## src/hdl/bounding_box_accumulator_core_defines.svh

```systemverilog
// assertion macros for the bounding box accumulator
// expects clk and rst_n in the scope of every use
`ifndef BOUNDING_BOX_ACCUMULATOR_CORE_DEFINES_SVH
`define BOUNDING_BOX_ACCUMULATOR_CORE_DEFINES_SVH

// condition holds at every edge out of reset
`define BBA_ASSERT(label, cond, msg) \
    label: assert property (@(posedge clk) disable iff (!rst_n) (cond)) else $error(msg);

// consequence in the same cycle
`define BBA_ASSERT_IMPL(label, ante, cons, msg) \
    label: assert property (@(posedge clk) disable iff (!rst_n) (ante) |-> (cons)) \
        else $error(msg);

// consequence in the next cycle
`define BBA_ASSERT_NEXT(label, ante, cons, msg) \
    label: assert property (@(posedge clk) disable iff (!rst_n) (ante) |=> (cons)) \
        else $error(msg);

`endif

```

## src/hdl/bba_pkg.sv

```systemverilog
// shared constants and types for the bounding box accumulator
// no dependencies
package bba_pkg;

    localparam int COORD_BITS_DEF = 32;
    localparam int FIELD_W        = 32;
    localparam int AREA_W         = 64;
    localparam int AXIS_W         = 2;
    localparam int NUM_AXES       = 3;

    typedef enum logic [AXIS_W-1:0] {
        AXIS_X = 2'd0,
        AXIS_Y = 2'd1,
        AXIS_Z = 2'd2
    } axis_t;

endpackage

```

## src/hdl/bba_vertex_if.sv

```systemverilog
// vertex request channel: valid, ready and one vertex
// depends on bba_pkg
interface bba_vertex_if;

    logic                                 valid;
    logic                                 ready;
    logic signed [bba_pkg::FIELD_W-1:0]   vertex_x;
    logic signed [bba_pkg::FIELD_W-1:0]   vertex_y;
    logic signed [bba_pkg::FIELD_W-1:0]   vertex_z;
    logic                                 set_end;

    modport source (output valid, output vertex_x, output vertex_y, output vertex_z,
                    output set_end, input ready);
    modport sink   (input valid, input vertex_x, input vertex_y, input vertex_z,
                    input set_end, output ready);

endinterface

```

## src/hdl/bba_accum.sv

```systemverilog
// running box registers and the closed-box snapshot register
// depends on bba_pkg, bba_vertex_if and the assertion macro header
`include "bounding_box_accumulator_core_defines.svh"

module bba_accum #(
    parameter int COORD_BITS = bba_pkg::COORD_BITS_DEF
) (
    input  logic                                             clk,
    input  logic                                             rst_n,
    bba_vertex_if.sink                                       vertex,
    output logic                                             box_valid,
    input  logic                                             box_ready,
    output logic [bba_pkg::NUM_AXES-1:0][COORD_BITS-1:0]     box_lo,
    output logic [bba_pkg::NUM_AXES-1:0][COORD_BITS-1:0]     box_hi
);

    logic [bba_pkg::NUM_AXES-1:0][COORD_BITS-1:0] coord;
    logic [bba_pkg::NUM_AXES-1:0][COORD_BITS-1:0] lo_reg;
    logic [bba_pkg::NUM_AXES-1:0][COORD_BITS-1:0] hi_reg;
    logic [bba_pkg::NUM_AXES-1:0][COORD_BITS-1:0] lo_next;
    logic [bba_pkg::NUM_AXES-1:0][COORD_BITS-1:0] hi_next;
    logic [bba_pkg::NUM_AXES-1:0][COORD_BITS-1:0] snap_lo_reg;
    logic [bba_pkg::NUM_AXES-1:0][COORD_BITS-1:0] snap_hi_reg;
    logic                                         empty_reg;
    logic                                         snap_valid_reg;
    logic                                         accept;

    assign coord[0] = vertex.vertex_x[COORD_BITS-1:0];
    assign coord[1] = vertex.vertex_y[COORD_BITS-1:0];
    assign coord[2] = vertex.vertex_z[COORD_BITS-1:0];

    assign vertex.ready = !snap_valid_reg || box_ready;
    assign accept       = vertex.valid && vertex.ready;

    // widen each axis, or restart on an empty box
    always_comb
    begin
        for (int a = 0; a < bba_pkg::NUM_AXES; a++)
        begin
            if (empty_reg || ($signed(coord[a]) < $signed(lo_reg[a])))
                lo_next[a] = coord[a];
            else
                lo_next[a] = lo_reg[a];
            if (empty_reg || ($signed(coord[a]) > $signed(hi_reg[a])))
                hi_next[a] = coord[a];
            else
                hi_next[a] = hi_reg[a];
        end
    end

    always_ff @(posedge clk or negedge rst_n)
    begin
        if (!rst_n)
        begin
            empty_reg      <= 1'b1;
            snap_valid_reg <= 1'b0;
        end
        else
        begin
            if (accept)
                empty_reg <= vertex.set_end;
            if (vertex.ready)
                snap_valid_reg <= accept && vertex.set_end;
        end
    end

    always_ff @(posedge clk)
    begin
        if (accept)
        begin
            lo_reg <= lo_next;
            hi_reg <= hi_next;
        end
        if (accept && vertex.set_end)
        begin
            snap_lo_reg <= lo_next;
            snap_hi_reg <= hi_next;
        end
    end

    assign box_valid = snap_valid_reg;
    assign box_lo    = snap_lo_reg;
    assign box_hi    = snap_hi_reg;

    `BBA_ASSERT_NEXT(a_box_fills, accept && !vertex.set_end, !empty_reg,
        "box still empty after a vertex was taken")
    `BBA_ASSERT_NEXT(a_box_closes, accept && vertex.set_end, empty_reg && snap_valid_reg,
        "closing vertex did not empty the box and post a snapshot")
    `BBA_ASSERT_IMPL(a_snap_order, snap_valid_reg,
        ($signed(snap_lo_reg[0]) <= $signed(snap_hi_reg[0])) &&
        ($signed(snap_lo_reg[1]) <= $signed(snap_hi_reg[1])) &&
        ($signed(snap_lo_reg[2]) <= $signed(snap_hi_reg[2])),
        "snapshot minimum above maximum")

endmodule

```

## src/flat_wrapper.sv

```systemverilog
// flat-port wrapper written by rule: the top's interface ports become plain ports
module bba_accum_flat 
#(
    parameter int COORD_BITS = bba_pkg::COORD_BITS_DEF
)
  (clk, rst_n, box_valid, box_ready, box_lo, box_hi, vertex_valid, vertex_vertex_x, vertex_vertex_y, vertex_vertex_z, vertex_set_end, vertex_ready);
  bba_vertex_if vertex_i ();
  input  logic clk;
  input  logic rst_n;
  output logic box_valid;
  input  logic box_ready;
  output logic [bba_pkg::NUM_AXES-1:0][COORD_BITS-1:0] box_lo;
  output logic [bba_pkg::NUM_AXES-1:0][COORD_BITS-1:0] box_hi;
  input wire logic [$bits(vertex_i.valid)-1:0] vertex_valid;
  input wire logic [$bits(vertex_i.vertex_x)-1:0] vertex_vertex_x;
  input wire logic [$bits(vertex_i.vertex_y)-1:0] vertex_vertex_y;
  input wire logic [$bits(vertex_i.vertex_z)-1:0] vertex_vertex_z;
  input wire logic [$bits(vertex_i.set_end)-1:0] vertex_set_end;
  output wire logic [$bits(vertex_i.ready)-1:0] vertex_ready;
  assign vertex_i.valid = vertex_valid;
  assign vertex_i.vertex_x = vertex_vertex_x;
  assign vertex_i.vertex_y = vertex_vertex_y;
  assign vertex_i.vertex_z = vertex_vertex_z;
  assign vertex_i.set_end = vertex_set_end;
  assign vertex_ready = vertex_i.ready;
  bba_accum #(.COORD_BITS(COORD_BITS)) u_core (.clk(clk), .rst_n(rst_n), .vertex(vertex_i), .box_valid(box_valid), .box_ready(box_ready), .box_lo(box_lo), .box_hi(box_hi));
endmodule
```

## config.mk

```make
export PLATFORM = sky130hd
export DESIGN_NAME = bba_accum_flat
export DESIGN_NICKNAME = d
export VERILOG_FILES = /design/src/hdl/bba_pkg.sv /design/src/hdl/bba_vertex_if.sv /design/src/hdl/bba_accum.sv /design/src/flat_wrapper.sv
export VERILOG_INCLUDE_DIRS = /design/src /design/src/hdl
export SDC_FILE = /design/constraint.sdc
export NUM_CORES = 1
export LEC_CHECK = 0
export ABC_AREA = 0
export BUFFER_PORTS_ARGS = -buffer_cell sky130_fd_sc_hd__buf_2
export CORE_MARGIN = 4
export CORE_UTILIZATION = 55
export DETAILED_ROUTE_END_ITERATION = 7
export PLACE_DENSITY_LB_ADDON = 0.3
export SLEW_MARGIN = 0
export SYNTH_ARGS = -nofsm -noshare
export SYNTH_HDL_FRONTEND = slang
export SYNTH_SLANG_ARGS = --single-unit
```

## constraint.sdc

```tcl
create_clock -name clk -period 17.92 [get_ports clk]
set_input_delay 1.792 -clock clk [delete_from_list [all_inputs] [get_ports clk]]
set_output_delay 1.792 -clock clk [all_outputs]
set_load 0.05 [all_outputs]
```

Yosys cells after proc, flatten, opt, wreduce, memory -nomap -nowiden:

Cells that the tools add are included.
Widths: inputs -> output; s select.

* multipliers: 0
* equality and inequality tests: 0
* bitwise logic cells: 0
* reductions and logical operators: 10
* shift-type cells: 0
* $lt $le $gt $ge: 6
* mux-type cells: 6
* div/mod/pow operators: 0
* add/subtract/negate cells: 0

Operator list (count)
* $mux 32: 6
* $gt 32x32->1: 3
* $lt 32x32->1: 3
* $logic_or 1x1->1: 7
* $logic_and 1x1->1: 2
* $logic_not 1->1: 1

* memory bits (writable): 0
* bits in registers: 386
* output and inout bits: 194
* bits in latches: 0
* memories kept: 0
* bits in read-only memories: 0

Logic depth before layout (Yosys ltp):

* depth after elaboration: 4
* mapped depth: 11

Worst setup path after synthesis:

No wires, ideal clock.

* path type: input to register
* from: input port box_ready
* to: register u_core.snap_hi_reg, in the netlist u_core.box_hi[0], enable pin
* buffers on the path: 0
* arrival time: 11.051 ns
* library setup time: 0.541 ns
* setup slack: 6.328 ns
* cell stages on the path: 4
* path through: nand2b_1 > and2_1 > nand2_1 > inv_1

* word-level cells in the longest chain between the ends: 3

RTL lines
* start: declaration: line flat_wrapper.sv:11 `input logic box_ready;`
* $logic_or 1x1->1: line bba_accum.sv:32 `assign vertex.ready = !snap_valid_reg || box_ready;`
* $logic_and 1x1->1: line bba_accum.sv:33 `assign accept = vertex.valid && vertex.ready;`
* named net u_core.accept: line bba_accum.sv:26 `logic accept;`
* $logic_and 1x1->1: line bba_accum.sv:74 `if (accept && vertex.set_end)`
* end signal: assignment: line bba_accum.sv:77 `snap_hi_reg <= hi_next;`
* end: declaration: line bba_accum.sv:23 `logic [bba_pkg::NUM_AXES-1:0][COORD_BITS-1:0] snap_hi_reg;`

The timed path passes the listed nets, and every way through them passes these cells.
A chain may end at the register's enable or synchronous reset.

Worst setup path after layout:

* from: input port box_ready
* to: register u_core.snap_lo_reg, in the netlist u_core.box_lo[88], enable pin

* word-level cells in the longest chain between the ends: 3

RTL lines
* $logic_or 1x1->1: line bba_accum.sv:32
* $logic_and 1x1->1: line bba_accum.sv:33
* named net u_core.accept: line bba_accum.sv:26
* $logic_and 1x1->1: line bba_accum.sv:74
* end signal: assignment: line bba_accum.sv:76 `snap_lo_reg <= lo_next;`
* end: declaration: line bba_accum.sv:22 `logic [bba_pkg::NUM_AXES-1:0][COORD_BITS-1:0] snap_lo_reg;`

The timed path passes the listed nets, and every way through them passes these cells.

==> results.toml <==
[yosys]
async_flop_share_pct = 0.518
synth_top_flop_cell = "edfxtp_1"
synth_edf_count = 384
synth_area_leaders = "edfxtp_1 (59%), ha_1 (12%), mux2_2 (5.4%), inv_1 (3.8%), o31ai_1 (3.7%)"
synth_top_area_share_pct = 58.9
synth_largest_area_cell = "edfxtp_1"
syn_avg_cell_area_um2 = 13.0
yosysWarnings = 0
netlist_area_um2 = 19600
ys_seq_area_share_pct = 59.2
syn_nets = 1800
ys_ff_latch = 386
synth.distinct_cells = 48
syn-instance-count = 1510

[setup_path]
r2r_cells = 7
path_cells = "buf_2 > nand2b_1 > and2_4 > nand2_1 > inv_8 > buf_4"
start_kind = "input port"
critical_path_buf_inv_count = 3
worst_ep_required_time_ns = 18.09
rrSetupSlack_ns = 14.10
crit_path_end_kind = "register"
critPathTopFamily = "buffers and inverters"
cpMaxStageDelayCell = "buf_4"
slowest_delay_ns = 0.89
path_max_fanout = 120
reg2reg_to = "u_core.box_hi[66]$_DFFE_PP_"
critPathKind = "in -> reg"
cp.arrival_ns = 4.87
r2r_start = "u_core.empty_reg$_DFFE_PN1P_"

[global_route]
grt_usage_pct = 23.8
grt_overflow = 0
grt_start_max_net_pins = 121
grt_pass1_wl_mm = 73.8
grt_pass1_vias = 13700
antenna_found_initial = 6

[timing]
skew_ns = 0.0179
maxSlewViolCount = 0
worst_pin_slew_ns = 1.25
max_freq_mhz = 213
rsz0062_at_grt = "false"
finalSetupViolations = 0
finalHoldViolCount = 0
relSlewSlack_pct = 16.6
layout_min_cycle_time_ns = 4.69
finalSetupTns_ns = 0
period_share_pct = 26.2

[routing]
wl_mm = 46.8
routed-via-count = 13300
ant_nets = 0
first_iter_violations = 894
wl_per_cell_um = 20.4
drt-pass1-iter-count = 5
viasPerCell = 5.79
drcViolationCount = 0

[floorplan]
rows = 68
initial_core_util_pct = 56.3
dieWidth_um = 197
die_h_um = 197
io_pins = 295
placeableCoreArea_um2 = 34800
dieArea_um2 = 38700

[cells_and_area]
final_cell_mix = "edfxtp_1 (384), buf_2 (294), inv_1 (198)"
final_common_cell = "edfxtp_1"
synthToLayoutAreaGrowth_pct = 16.3
drive_gt1_share_pct = 25.6
fin_nets = 2092
fillers = 2622

[placed_design]
routabilityCongestion = 0.870
io_buffer_count = 294
place_hpwl_mm = 32.2

[power_and_ir_drop]
power_density_nw_per_um2 = 123
power.total_w = 0.00281
leakage_nw = 9.65
peakVddDrop_uv = 94.8

[hold_path]
hp-class = "reg -> reg"
holdPathStages = 2
holdPathEnd = "u_core.box_valid$_DFFE_PN0N_"
hold_start = "u_core.box_valid$_DFFE_PN0N_"

[clock_tree]
cts_resized = 0
clk_latency_ns = 0.56
clockBufferDepth = 3
cts_setup_buffers = 0
hold_buffers = 0
cts.clk_slew.worst_paths_ns = 0.06
cts_made_buffers = 42
htreeDepth = 2
clockRootBuffer = "clkbuf_16"
cts.sinks = 386
cts_tree = "done"

[status]
status = "finished clean"

[run]
drv_cap = 0
## power by group
part	internal [W]	total, W	switching (W)
registers	0.00118	0.00123	0.0000457
logic	0.000243	0.000754	0.000512
clock network	0.000485	0.000829	0.000344
## cells by family (layout without fill, tap and decap cells)
kind of cell | count (synthesis) | in the layout | share of synthesized area [%]
AND/OR/NAND/NOR | 326 | 326 | 9.10
other | 0 | 4 | 0
AO/OA/AOI/OAI | 250 | 250 | 8.45
flip-flops | 386 | 386 | 59.2
XOR/XNOR | 4 | 4 | 0.294
multiplexers | 96 | 96 | 5.52
buffers and inverters | 259 | 582 | 5.39
adder cells (fa/ha/maj) | 189 | 189 | 12.1
## final cells by class
type	count	area, um^2	area share (%)
Sequential cell	386	11600	50.9
Multi-Input combinational cell	865	6980	30.7
Timing Repair Buffer	308	1580	6.92
Clock buffer	59	1180	5.17
Inverter	199	754	3.31
Tap cell	455	569	2.50
Clock inverter	16	120	0.527
Antenna cell	4	10.0	0.0439
## Yosys cell counts (2+ instances only)
| library cell | instances |
|---|---|
| nor4_2 | 2 |
| mux2_1 | 2 |
| clkbuf_1 | 39 |
| buf_6 | 9 |
| nor3_1 | 6 |
| mux2_2 | 94 |
| o211ai_1 | 4 |
| nor2_1 | 27 |
| nor4_1 | 4 |
| a2111oi_0 | 2 |
| ha_1 | 189 |
| inv_1 | 199 |
| edfxtp_1 | 384 |
| a211oi_1 | 10 |
| buf_2 | 12 |
| a2bb2oi_1 | 2 |
| or3_1 | 4 |
| and4_1 | 3 |
| a221oi_1 | 6 |
| nand4_1 | 62 |
| and4_2 | 2 |
| a31oi_1 | 3 |
| a21oi_1 | 72 |
| o21ai_0 | 29 |
| o31ai_1 | 97 |
| o21a_1 | 3 |
| nand3_1 | 80 |
| o21bai_1 | 3 |
| nand2_1 | 59 |
| xnor2_2 | 3 |
| a21o_1 | 12 |
| and2b_1 | 26 |
| nor2b_1 | 46 |
## tightest hold or removal path, cell delays in order, from the launching register on
cell      delay, ns
dfrtp_1        0.34
nand2b_1       0.09
nand2_1        0.07
## per-stage QoR
step	utilization (%)	area [um^2]	cells	setup slack, ns	hold slack (ns)
after floorplan	-	19600	1510	6.33	0.554
after global placement	61.7	21500	2213	12.71	0.494
after detailed placement	61.7	21500	2213	12.71	0.523
after CTS	65.4	22800	2288	13.28	0.540
after global routing	65.4	22800	2291	13.02	0.586
final	65.5	22800	2292	13.23	0.537
## worst max-delay path by stage
stage / cells past startpoint / startpoint / endpoint / slack, ns
3_3_place_gp: 9 / vertex_vertex_x[15] / u_core.box_hi[4]$_DFFE_PP_ / 12.71
3_5_place_dp: 6 / box_ready / u_core.box_lo[86]$_DFFE_PP_ / 12.71
4_1_cts: 6 / box_ready / u_core.box_lo[88]$_DFFE_PP_ / 13.28
2_1_floorplan: 4 / box_ready / u_core.box_hi[0]$_DFFE_PP_ / 6.33
5_1_grt: 6 / box_ready / u_core.box_lo[87]$_DFFE_PP_ / 13.02
6_report: 6 / box_ready / u_core.box_lo[88]$_DFFE_PP_ / 13.23
## layer usage
metal,track usage [%],share of wire [%],vias up
met5,0,0.068,-
met4,9.01,3.2,6
met3,6.36,8.9,93
met2,38.5,47,503
met1,31.0,41,6433
li1,-,-,6243
Note: power is estimated with default switching activity, not from simulation.
